## src/rtl/tep_pkg.sv

```systemverilog
// ----------------------------------------------------------------------------
// Touch event to pointer: shared types and constants
// Event codes, result kinds, register indexes and state types used by the
// sequencer and the coordinate scaler.
// ----------------------------------------------------------------------------
package tep_pkg;

  localparam logic [4:0] EV_SYN = 5'd0;
  localparam logic [4:0] EV_KEY = 5'd1;
  localparam logic [4:0] EV_ABS = 5'd3;

  localparam logic [9:0] SYNC_FRAME     = 10'h000;
  localparam logic [9:0] ABS_X          = 10'h000;
  localparam logic [9:0] ABS_Y          = 10'h001;
  localparam logic [9:0] ABS_MT_X       = 10'h035;
  localparam logic [9:0] ABS_MT_Y       = 10'h036;
  localparam logic [9:0] ABS_MT_TRACKID = 10'h039;
  localparam logic [9:0] KEY_TOUCH      = 10'h14A;

  localparam logic [1:0] KIND_PRESS   = 2'd0;
  localparam logic [1:0] KIND_RELEASE = 2'd1;
  localparam logic [1:0] KIND_MOVE    = 2'd2;

  localparam logic [2:0] REG_X_MIN  = 3'd0;
  localparam logic [2:0] REG_X_MAX  = 3'd1;
  localparam logic [2:0] REG_Y_MIN  = 3'd2;
  localparam logic [2:0] REG_Y_MAX  = 3'd3;
  localparam logic [2:0] REG_SCR_W  = 3'd4;
  localparam logic [2:0] REG_SCR_H  = 3'd5;

  localparam int SCR_W  = 12;
  localparam int POS_W  = 31;
  localparam int PROD_W = 32 + SCR_W;

  typedef struct packed {
    logic signed [31:0] value;
    logic signed [31:0] lo;
    logic signed [31:0] hi;
    logic [SCR_W-1:0]   scr;
  } scl_req_t;

  typedef enum logic [1:0] {
    SCL_IDLE,
    SCL_MUL,
    SCL_DIV
  } scl_state_t;

  typedef enum logic [2:0] {
    TEP_IDLE,
    TEP_X,
    TEP_XW,
    TEP_Y,
    TEP_YW,
    TEP_EMIT
  } tep_state_t;

endpackage

```

## src/rtl/tep_scaler.sv

```systemverilog
// ----------------------------------------------------------------------------
// Touch event to pointer: coordinate scaler
// Maps one raw coordinate v to (v-min)*screen/(max-min) pixels, clamped to
// 0..screen-1 (v if max <= min or screen is 0), by multiply and bit-serial divide.
// ----------------------------------------------------------------------------
module tep_scaler (
  input  logic                            clk,
  input  logic                            rst,
  input  logic                            start,
  input  tep_pkg::scl_req_t               req,
  output logic                            done,
  output logic [tep_pkg::POS_W-1:0]       result
);
  import tep_pkg::*;

  scl_state_t        state, state_next;
  logic [31:0]       diff;
  logic [31:0]       span;
  logic [SCR_W-1:0]  scr;
  logic [31:0]       rem;
  logic [SCR_W-1:0]  shf;
  logic [3:0]        cnt;
  logic [32:0]       diff_full, span_full;
  logic [PROD_W-1:0] prod;
  logic [32:0]       rem2;
  logic              qbit;
  logic              degenerate;

  assign diff_full  = {req.value[31], req.value} - {req.lo[31], req.lo};
  assign span_full  = {req.hi[31], req.hi} - {req.lo[31], req.lo};
  assign degenerate = (req.hi <= req.lo) || (req.scr == '0);
  assign prod       = PROD_W'(diff) * PROD_W'(scr);
  assign rem2       = {rem, shf[SCR_W-1]};
  assign qbit       = rem2 >= {1'b0, span};

  always_ff @(posedge clk) begin
    if (rst) begin
      state <= SCL_IDLE;
    end else begin
      state <= state_next;
    end
  end

  always_comb begin
    state_next = state;
    unique case (state)
      SCL_IDLE: begin
        if (start && !degenerate && !(req.value < req.lo) && !(req.value >= req.hi)) begin
          state_next = SCL_MUL;
        end
      end
      SCL_MUL: state_next = SCL_DIV;
      SCL_DIV: begin
        if (cnt == 4'(SCR_W - 1)) begin
          state_next = SCL_IDLE;
        end
      end
      default: state_next = SCL_IDLE;
    endcase
  end

  always_ff @(posedge clk) begin
    if (rst) begin
      done <= 1'b0;
    end else begin
      done <= 1'b0;
      unique case (state)
        SCL_IDLE: begin
          if (start) begin
            if (degenerate) begin
              result <= req.value[POS_W-1:0];
              done   <= 1'b1;
            end else if (req.value < req.lo) begin
              result <= '0;
              done   <= 1'b1;
            end else if (req.value >= req.hi) begin
              result <= POS_W'(req.scr - SCR_W'(1));
              done   <= 1'b1;
            end
          end
        end
        SCL_MUL: begin
          rem <= prod[PROD_W-1:SCR_W];
          shf <= prod[SCR_W-1:0];
          cnt <= '0;
        end
        SCL_DIV: begin
          rem <= qbit ? 32'(rem2 - {1'b0, span}) : rem2[31:0];
          shf <= {shf[SCR_W-2:0], qbit};
          cnt <= cnt + 4'd1;
          if (cnt == 4'(SCR_W - 1)) begin
            result <= POS_W'({shf[SCR_W-2:0], qbit});
            done   <= 1'b1;
          end
        end
        default: ;
      endcase
    end
  end

  always_ff @(posedge clk) begin
    if (state == SCL_IDLE && start) begin
      diff <= diff_full[31:0];
      span <= span_full[31:0];
      scr  <= req.scr;
    end
  end

endmodule

```

## src/rtl/touch_event_to_pointer_top.sv

```systemverilog
// ----------------------------------------------------------------------------
// Touch event to pointer: top level
// Tracks touch state from input events and, on each sync report, scales the
// captured coordinates and sends press, release and move results.
// ----------------------------------------------------------------------------
// Channel  Direction  Contents
// s_*      in         input event request: tdata = type, code, value
// m_*      out        pointer result request: tdata = kind, x, y; tlast ends run
// cfg_*    in         register write: index, data
//
// Non-sync events are handled in the idle state. On a sync report each captured
// axis runs through the shared scaler (a multiply state and a 12-step divider)
// and the results enter the output register one at a time; input is held off
// until all have entered it, which an output stall only delays. Reset is
// synchronous; all registers but output data and scaler datapath are restored.
// ----------------------------------------------------------------------------
module touch_event_to_pointer_top (
  input  logic        clk,
  input  logic        rst,
  input  logic        s_tvalid,
  output logic        s_tready,
  input  logic [47:0] s_tdata,   // event_type[4:0], event_code[14:5], event_value[46:15]
  output logic        m_tvalid,
  input  logic        m_tready,
  output logic [63:0] m_tdata,   // event_kind[1:0], pos_x[32:2], pos_y[63:33]
  output logic        m_tlast,
  input  logic        cfg_we,
  input  logic [2:0]  cfg_index,
  input  logic [31:0] cfg_data
);
  import tep_pkg::*;

  tep_state_t         state, state_next;
  logic signed [31:0] x_min, x_max, y_min, y_max;
  logic [SCR_W-1:0]   scr_w, scr_h;
  logic               touching, pending_press, pending_release;
  logic signed [31:0] captured_x, captured_y;
  logic [POS_W-1:0]   position_x, position_y;
  logic               have_x, have_y;
  logic               emit_press, emit_release, emit_move;
  logic [1:0]         out_kind;
  logic [POS_W-1:0]   out_x, out_y;
  logic               accept;
  logic [4:0]         ev_type;
  logic [9:0]         ev_code;
  logic signed [31:0] ev_value;
  logic               scl_start, scl_done;
  logic [POS_W-1:0]   scl_result;
  scl_req_t           scl_req;
  logic               out_free;

  assign ev_type  = s_tdata[4:0];
  assign ev_code  = s_tdata[14:5];
  assign ev_value = s_tdata[46:15];
  assign s_tready = (state == TEP_IDLE);
  assign accept   = s_tvalid && s_tready;
  assign m_tdata  = {out_y, out_x, out_kind};
  assign out_free = !m_tvalid || m_tready;

  always_comb begin
    if (state == TEP_X) begin
      scl_req = '{value: captured_x, lo: x_min, hi: x_max, scr: scr_w};
    end else begin
      scl_req = '{value: captured_y, lo: y_min, hi: y_max, scr: scr_h};
    end
  end

  tep_scaler u_scaler (
    .clk    (clk),
    .rst    (rst),
    .start  (scl_start),
    .req    (scl_req),
    .done   (scl_done),
    .result (scl_result)
  );

  always_ff @(posedge clk) begin
    if (rst) begin
      state <= TEP_IDLE;
    end else begin
      state <= state_next;
    end
  end

  always_comb begin
    state_next = state;
    scl_start  = 1'b0;
    unique case (state)
      TEP_IDLE: begin
        if (accept && ev_type == EV_SYN && ev_code == SYNC_FRAME) begin
          state_next = TEP_X;
        end
      end
      TEP_X: begin
        if (have_x) begin
          scl_start  = 1'b1;
          state_next = TEP_XW;
        end else begin
          state_next = TEP_Y;
        end
      end
      TEP_XW: begin
        if (scl_done) begin
          state_next = TEP_Y;
        end
      end
      TEP_Y: begin
        if (have_y) begin
          scl_start  = 1'b1;
          state_next = TEP_YW;
        end else begin
          state_next = TEP_EMIT;
        end
      end
      TEP_YW: begin
        if (scl_done) begin
          state_next = TEP_EMIT;
        end
      end
      TEP_EMIT: begin
        if (!emit_press && !emit_release && !emit_move) begin
          state_next = TEP_IDLE;
        end
      end
      default: state_next = TEP_IDLE;
    endcase
  end

  always_ff @(posedge clk) begin
    if (rst) begin
      x_min           <= 32'sd0;
      x_max           <= 32'sd1;
      y_min           <= 32'sd0;
      y_max           <= 32'sd1;
      scr_w           <= '0;
      scr_h           <= '0;
      touching        <= 1'b0;
      pending_press   <= 1'b0;
      pending_release <= 1'b0;
      captured_x      <= -32'sd1;
      captured_y      <= -32'sd1;
      position_x      <= '0;
      position_y      <= '0;
      have_x          <= 1'b0;
      have_y          <= 1'b0;
      emit_press      <= 1'b0;
      emit_release    <= 1'b0;
      emit_move       <= 1'b0;
      m_tvalid        <= 1'b0;
    end else begin
      if (cfg_we) begin
        unique case (cfg_index)
          REG_X_MIN: x_min <= cfg_data;
          REG_X_MAX: x_max <= cfg_data;
          REG_Y_MIN: y_min <= cfg_data;
          REG_Y_MAX: y_max <= cfg_data;
          REG_SCR_W: scr_w <= cfg_data[SCR_W-1:0];
          REG_SCR_H: scr_h <= cfg_data[SCR_W-1:0];
          default: ;
        endcase
      end

      if (accept) begin
        if (ev_type == EV_ABS) begin
          if (ev_code == ABS_X || ev_code == ABS_MT_X) begin
            captured_x <= ev_value;
          end else if (ev_code == ABS_Y || ev_code == ABS_MT_Y) begin
            captured_y <= ev_value;
          end else if (ev_code == ABS_MT_TRACKID) begin
            if (ev_value < 0) begin
              if (touching) begin
                touching        <= 1'b0;
                pending_release <= 1'b1;
              end
            end else if (!touching) begin
              touching      <= 1'b1;
              pending_press <= 1'b1;
            end
          end
        end else if (ev_type == EV_KEY && ev_code == KEY_TOUCH) begin
          if (ev_value != 0) begin
            if (!touching) begin
              touching      <= 1'b1;
              pending_press <= 1'b1;
            end
          end else if (touching) begin
            touching        <= 1'b0;
            pending_release <= 1'b1;
          end
        end else if (ev_type == EV_SYN && ev_code == SYNC_FRAME) begin
          have_x          <= !captured_x[31];
          have_y          <= !captured_y[31];
          emit_press      <= pending_press;
          emit_release    <= pending_release;
          emit_move       <= (!captured_x[31] || !captured_y[31]) && touching;
          pending_press   <= 1'b0;
          pending_release <= 1'b0;
        end
      end

      if (state == TEP_EMIT) begin
        captured_x <= -32'sd1;
        captured_y <= -32'sd1;
      end

      if (state == TEP_XW && scl_done) begin
        position_x <= scl_result;
      end
      if (state == TEP_YW && scl_done) begin
        position_y <= scl_result;
      end

      if (state == TEP_EMIT && out_free && (emit_press || emit_release || emit_move)) begin
        m_tvalid <= 1'b1;
        if (emit_press) begin
          out_kind   <= KIND_PRESS;
          out_x      <= '0;
          out_y      <= '0;
          m_tlast    <= !emit_release && !emit_move;
          emit_press <= 1'b0;
        end else if (emit_release) begin
          out_kind     <= KIND_RELEASE;
          out_x        <= '0;
          out_y        <= '0;
          m_tlast      <= !emit_move;
          emit_release <= 1'b0;
        end else begin
          out_kind  <= KIND_MOVE;
          out_x     <= position_x;
          out_y     <= position_y;
          m_tlast   <= 1'b1;
          emit_move <= 1'b0;
        end
      end else if (m_tvalid && m_tready) begin
        m_tvalid <= 1'b0;
      end
    end
  end

endmodule

```

## config.mk

```make
export PLATFORM = sky130hd
export DESIGN_NAME = touch_event_to_pointer_top
export DESIGN_NICKNAME = d
export VERILOG_FILES = /design/src/rtl/tep_pkg.sv /design/src/rtl/tep_scaler.sv /design/src/rtl/touch_event_to_pointer_top.sv
export SDC_FILE = /design/constraint.sdc
export NUM_CORES = 2
export LEC_CHECK = 0
export BUFFER_PORTS_ARGS = -buffer_cell sky130_fd_sc_hd__buf_2
export CORE_ASPECT_RATIO = 1.5
export CORE_MARGIN = 3
export CORE_UTILIZATION = 35
export CTS_BUF_LIST = sky130_fd_sc_hd__clkbuf_8
export DETAILED_ROUTE_END_ITERATION = 8
export PLACE_DENSITY_LB_ADDON = 0.15
export RECOVER_POWER = 50
export SYNTH_ARGS = -nofsm -noshare
export SYNTH_HDL_FRONTEND = slang
export SYNTH_SLANG_ARGS = --single-unit
```

## constraint.sdc

```tcl
create_clock -name clk -period 9.98 [get_ports clk]
set_clock_uncertainty 0.05 [all_clocks]
set_input_delay 0.499 -clock clk [delete_from_list [all_inputs] [get_ports clk]]
set_output_delay 0.499 -clock clk [all_outputs]
set_load 0.005 [all_outputs]
```

== After elaboration in Yosys (flattened, before gate mapping) ==
Index checks and enable logic that the tools add are counted.

* Bits in registers: 513
* Bits in latches: 0
* RAM bits: 0
* Memory bits (read-only): 0
* Input bits: 88
* Word-level logic and storage cells: 227
* Memories kept: 0

* Add/subtract/negate cells: 5
* Multiply operators: 1
* Divide/modulo/power cells: 0
* Magnitude comparators: 5
* Equality and inequality tests: 35
* Shifts and indexed selects: 0
* Mux-type cells: 79
* Bitwise gates (word level): 4
* Reductions and logical operators: 65

{| class="wikitable"
|+ Operator list
! operator !! number
|-
| $mux W31 || 5
|-
| $mux W108 || 1
|-
| $sub A32 B32 Y32 || 3
|-
| $pmux W32 S2 || 1
|-
| $pmux W31 S2 || 1
|-
| $mux W1 || 57
|-
| $mul A32 B12 Y44 || 1
|-
| $ge A33 B32 Y1 || 1
|-
| $ge A32 B32 Y1 || 1
|-
| $le A32 B32 Y1 || 1
|-
| $lt A32 B1 Y1 const B || 1
|-
| $lt A32 B32 Y1 || 1
|-
| $mux W32 || 1
|-
| $reduce_bool A32 Y1 || 1
|-
| $eq A10 B6 Y1 const B || 3
|-
| $pmux W12 S2 || 1
|-
| $logic_and A1 B1 Y1 || 18
|-
| $pmux W3 S6 || 1
|-
| $reduce_and A2 Y1 || 9
|-
| $ne A2 B1 Y1 const B || 8
|-
| $reduce_and A7 Y1 || 2
|-
| $sub A12 B1 Y13 const B || 1
|-
| $eq A3 B2 Y1 const B || 4
|-
| $eq A3 B3 Y1 const B || 4
|-
| other kinds (32) || 67
|}

== Logic depth before layout (Yosys ltp) ==
* Depth after elaboration: 10
* Depth in mapped cells: 23
* Depth with buffers taken out: 22

== By module ==
A second synthesis with hierarchy kept.

* Cell total of the unflattened synthesis: 4261
* Area total of the unflattened synthesis: 37931.4 sq um

{| class="wikitable"
|+ Modules (own cells, without submodules)
! module !! instances !! cells each !! area an instance (sq um) !! sequential area each (sq um)
|-
| tep_scaler || 1 || 2670 || 23779.1 || 4714.5
|-
| touch_event_to_pointer_top || 1 || 1591 || 14152.3 || 7757.4
|}

== Least setup slack after synthesis ==
No wires, ideal clock.

* Path kind: flip-flop to flip-flop
* From: reg state[1]
* To: reg u_scaler.result[0] in the netlist's numbering (enable)
* Library setup time: 0.517 ns
* Data arrival time: 7.756 ns
* Slack: 1.657 ns
* Cell stages (with the launch flop): 20
* Path through: dfxtp_1 -> buf_2 -> nor3b_1 -> buf_2 -> buf_1 -> clkbuf_1 -> buf_2 -> mux2i_1 -> ha_1 -> fa_1 -> nand2b_1 -> a211oi_1 -> o41ai_4 -> o31ai_1 -> a221oi_2 -> xnor2_1 -> a211oi_4 -> inv_2 -> nor3_1 -> a2111oi_1

* Word-level cells in the longest chain between the ends: 6

{| class="wikitable"
|+ Ends and longest elaborated chain
! element !! RTL line !! source
|-
| start, declared || touch_event_to_pointer_top.sv:33 || <nowiki>tep_state_t state, state_next;</nowiki>
|-
| start signal, assigned || touch_event_to_pointer_top.sv:81 || <nowiki>state <= state_next;</nowiki>
|-
| $eq A3 B1 Y1 || touch_event_to_pointer_top.sv:61, touch_event_to_pointer_top.sv:88 ||
|-
| $mux W108 || touch_event_to_pointer_top.sv:61 || <nowiki>if (state == TEP_X) begin</nowiki>
|-
| $le A32 B32 Y1 / $logic_not A12 Y1 (equally long branches) || tep_scaler.sv:31 || <nowiki>assign degenerate = (req.hi <= req.lo) || (req.scr == '0);</nowiki>
|-
| $logic_or A1 B1 Y1 || tep_scaler.sv:31 ||
|-
| $ne A4 B1 Y1 (no line) || n/a ||
|-
| $reduce_and A5 Y1 (no line) (*) || n/a ||
|-
| end signal, assigned || tep_scaler.sv:71 || <nowiki>result <= req.value[POS_W-1:0];</nowiki>
|-
| end signal, assigned || tep_scaler.sv:77 || <nowiki>result <= POS_W'(req.scr - SCR_W'(1));</nowiki>
|-
| end signal, assigned || tep_scaler.sv:92 || <nowiki>result <= POS_W'({shf[SCR_W-2:0], qbit});</nowiki>
|-
| end, declared || tep_scaler.sv:12 || <nowiki>output logic [tep_pkg::POS_W-1:0] result</nowiki>
|}

Every way passes the cells marked *; elsewhere a longest branch is shown, timed or not.
A chain may end at the register's enable or synchronous reset.

== Worst setup path in the final report ==
* From: reg state[2]
* To: reg u_scaler.result[2] in the netlist's numbering (enable)

Same word-level chain as after synthesis.

==> impl_metrics.yaml <==
pwr:
  p_leak_nw: 18.3
  power_frac_comb_pct: 8.6
  internal_power_mw: 3.36
  seqPwrFrac_pct: 49.5
  ir_worst_vdd_mv: 0.101
  p_sw_mw: 1.12
  pwr_density_cell_nw_per_um2: 106
  clkPwrFrac_pct: 42.0
  p_sw_share_pct: 25.0
grt:
  grt_start_max_net_pins: 87
  grt_pass1_vias: 30300
  grt_usage_pct: 19.8
  antenna_found_initial: 4
  gr-total-overflow: 0
  grt_pass1_wl_mm: 174
worst_setup_path:
  ff2ff_setup_slack_ps: 1940
  worstPathMaxFanout: 40
  timing.critical_path.mode_cell: "buf_4"
  r2r_end: "u_scaler.result[2]"
  arrival_ps: 8460
  path_cells: "nor3b_1 -> clkbuf_1 -> buf_4 -> mux2i_1 -> inv_1 -> ha_1 -> nand4_1 -> a211oi_1 -> o41ai_4 -> o31ai_1 -> a221oi_2 -> xnor2_1 -> a211oi_4 -> inv_2 -> nor3_1 -> a2111oi_2 -> buf_4"
  r2r-start: "state[2]"
  required_ps: 10400
  crit_end: "u_scaler.result[2]"
  end_kind: "register"
  critical_path.slowest_cell: "clkbuf_1"
  crit_type: "register to register"
  start_kind: "register"
  cp-startpoint: "state[2]"
  worst_r2r_path_depth: 17
  cpPeakStageDelay_ps: 1720
sta:
  max_freq_mhz: 124
  setup_ws_ps: 1940
  slew_headroom_pct: -172
  setup_viol: 0
  grt_setup_unrepaired: "false"
  worst_slew_pin_slew_ps: 4080
  finalCritPeriodShare_pct: 80.6
  post-route-min-period_ps: 8040
  hold_viol: 0
  drv_slew: 428
  finalSetupTns_ps: 0
floorplan:
  rows: 147
  die_x_um: 275
  die_h_um: 409
  ios: 155
  die_area_um2: 112000
  coreArea_um2: 107000
  start_util_pct: 35.4
route:
  drcViolationCount: 0
  wl_per_cell_um: 18.5
  dr.max_layer_used: "met5"
  met2_length_mm: 56.7
  postRouteWirelength_mm: 110
  met1_length_mm: 46.0
  vias_per_cell: 4.97
  drt_first_pass_iters: 5
  num_vias: 29600
  drtAntennaViolNets: 0
  dr.first_iter.drc_count: 1521
  met3_length_mm: 3.32
final_layout:
  final-instance-count-excl-fill: 5945
  final_common_cell: "nand2_1"
  seq_area_um2: 12500
  fill_cells: 11000
  design_area_um2: 42200
  nets: 5072
  layout_common_cells: "nand2_1, inv_1, a21oi_1"
  syn_to_final_growth_pct: 11.2
  multi_input_area_um2: 23000
  post-route-util_pct: 39.3
  drive_above_1_share_pct: 7.44
clock_tree:
  ctsResizeCount: 0
  clock_latency_ps: 750
  cts_made_buffers: 80
  clk_pin_slew_worst_paths_ps: 60
  clk_root_buffer_cell: "clkbuf_8"
  cts.sinks: 513
  cts_setup_buffers: 0
  cts.path.max_buffers: 3
  htreeDepth: 3
  tritoncts: "yes"
yosys:
  async_reset_ff_share_pct: 0
  ys_seq_elements: 513
  yosysWarnings: 0
  synth_nets: 4965
  synth.largest_area_cell: "edfxtp_1"
  syn_area_um2: 37900
  yosysSeqAreaShare_pct: 32.9
  ys_types: 82
  synth_top_flop_cell: "dfxtp_1"
  synth_edf_count: 220
  yosys-top-cells-area: "edfxtp_1, fa_1, dfxtp_1"
  syn_area_per_cell_um2: 8.70
  synth_top_area_share_pct: 17.4
  synthCells: 4359
placement:
  place_inst: 5738
  dp_slack_ps: 2850
  gp_congestion: 0.838
  io_buffers: 153
  hpwl_mm: 81.7
  placed_cell_area_um2: 40000
outcome:
  status: "complete, but fails checks"
  violations: "max-capacitance violations, max-slew violations"
flow_run:
  cap_violations: 7
min_path:
  hold_class: "primary input to register"
-- cell families (layout without fill, tap and decap cells) --
logic type	after synthesis	after routing	synth area share, %
AOI/OAI and AO/OA	703	703	11.4
xor gates and xnor gates	124	124	2.86
adders and majority gates	518	518	23.1
buffers and inverters	678	846	6.80
DFF	513	513	32.9
muxes	106	106	2.86
other	0	3	0
and+or+nand+nor	1717	1717	20.1
-- cell usage after synthesis (32+ instances only) --
cell type  instances
nand3_1          121
edfxtp_1         220
nor3_1            44
nor2b_1           37
nor2_1           132
ha_1             215
mux2i_1           88
fa_1             303
a21o_1            60
nand2_1         1065
and2_1           185
o21ai_0           68
xnor2_1           92
xor2_1            32
a21oi_1          375
inv_1            451
clkbuf_1         200
dfxtp_1          293
-- stage by stage --
step / hold WS, ps / power (mW)
6_report: 78.6 / 4.47
4_1_cts: 0.342 / 4.55
5_1_grt: 59.0 / 4.67
3_3_place_gp: 388 / 2.62
2_1_floorplan: 382 / 2.50
3_5_place_dp: 392 / 2.62
-- cell type report --
class,count,area share (%)
Clock buffer,91,2.97
Sequential cell,513,29.6
Clock inverter,52,0.982
Antenna cell,3,0.0178
Tap cell,1415,4.20
Inverter,452,4.02
Timing Repair Buffer,251,3.81
Multi-Input combinational cell,3168,54.4
-- critical path: cells and delay by family (launching register included) --
kind                     cells  cell delay [ps]
adder cells (fa/ha/maj)      1              390
AO/OA/AOI/OAI                6             2090
multiplexers                 1              380
buffers and inverters        5             3290
AND/OR/NAND/NOR              3              740
flip-flops                   1              500
XOR/XNOR                     1              260
-- timing repair --
action                                  4_1_cts  5_1_grt
endpoints found under the setup margin        0        0
endpoints found under the hold margin       177        0
hold buffers                                 61        0
-- registers in the layout, summed over array words and instances, names as in the netlist, 4 cells and up --
register         count
y_min               32
scr_h               12
u_scaler.result     31
u_scaler.span       32
out_x               31
x_max               32
x_min               32
u_scaler.rem        32
captured_y          32
u_scaler.diff       32
u_scaler.scr        12
out_y               31
u_scaler.shf        12
u_scaler.cnt         4
y_max               32
position_x          31
scr_w               12
position_y          31
captured_x          32
-- power by group through the flow --
| stage | Combinational, mW | Sequential [mW] | Clock (mW) |
|---|---|---|---|
| after CTS | 0.385 | 2.21 | 1.95 |
| after floorplan | 0.242 | 2.26 | 0 |
| after global placement | 0.364 | 2.26 | 0 |
| after global routing | 0.421 | 2.21 | 2.03 |
| after detailed placement | 0.365 | 2.26 | 0 |
| final | 0.383 | 2.21 | 1.88 |
-- worst min-delay path by stage --
stage                        startpoint  depth (start not counted)            end
after floorplan           position_x[0]                          2  position_x[0]
after global placement    position_y[0]                          2  position_y[0]
after detailed placement  position_y[0]                          2  position_y[0]
after CTS                   cfg_data[4]                          3       scr_w[4]
after global routing        cfg_data[4]                          3       scr_w[4]
final                       cfg_data[5]                          3       scr_h[5]
-- metal layers --
layer	vias to the layer above	GRT usage, %
met1	14400	24.4
li1	14500	-
met3	145	1.76
met5	-	0
met2	532	35.6
met4	2	7.47
Power figures use the tool's default switching activity.
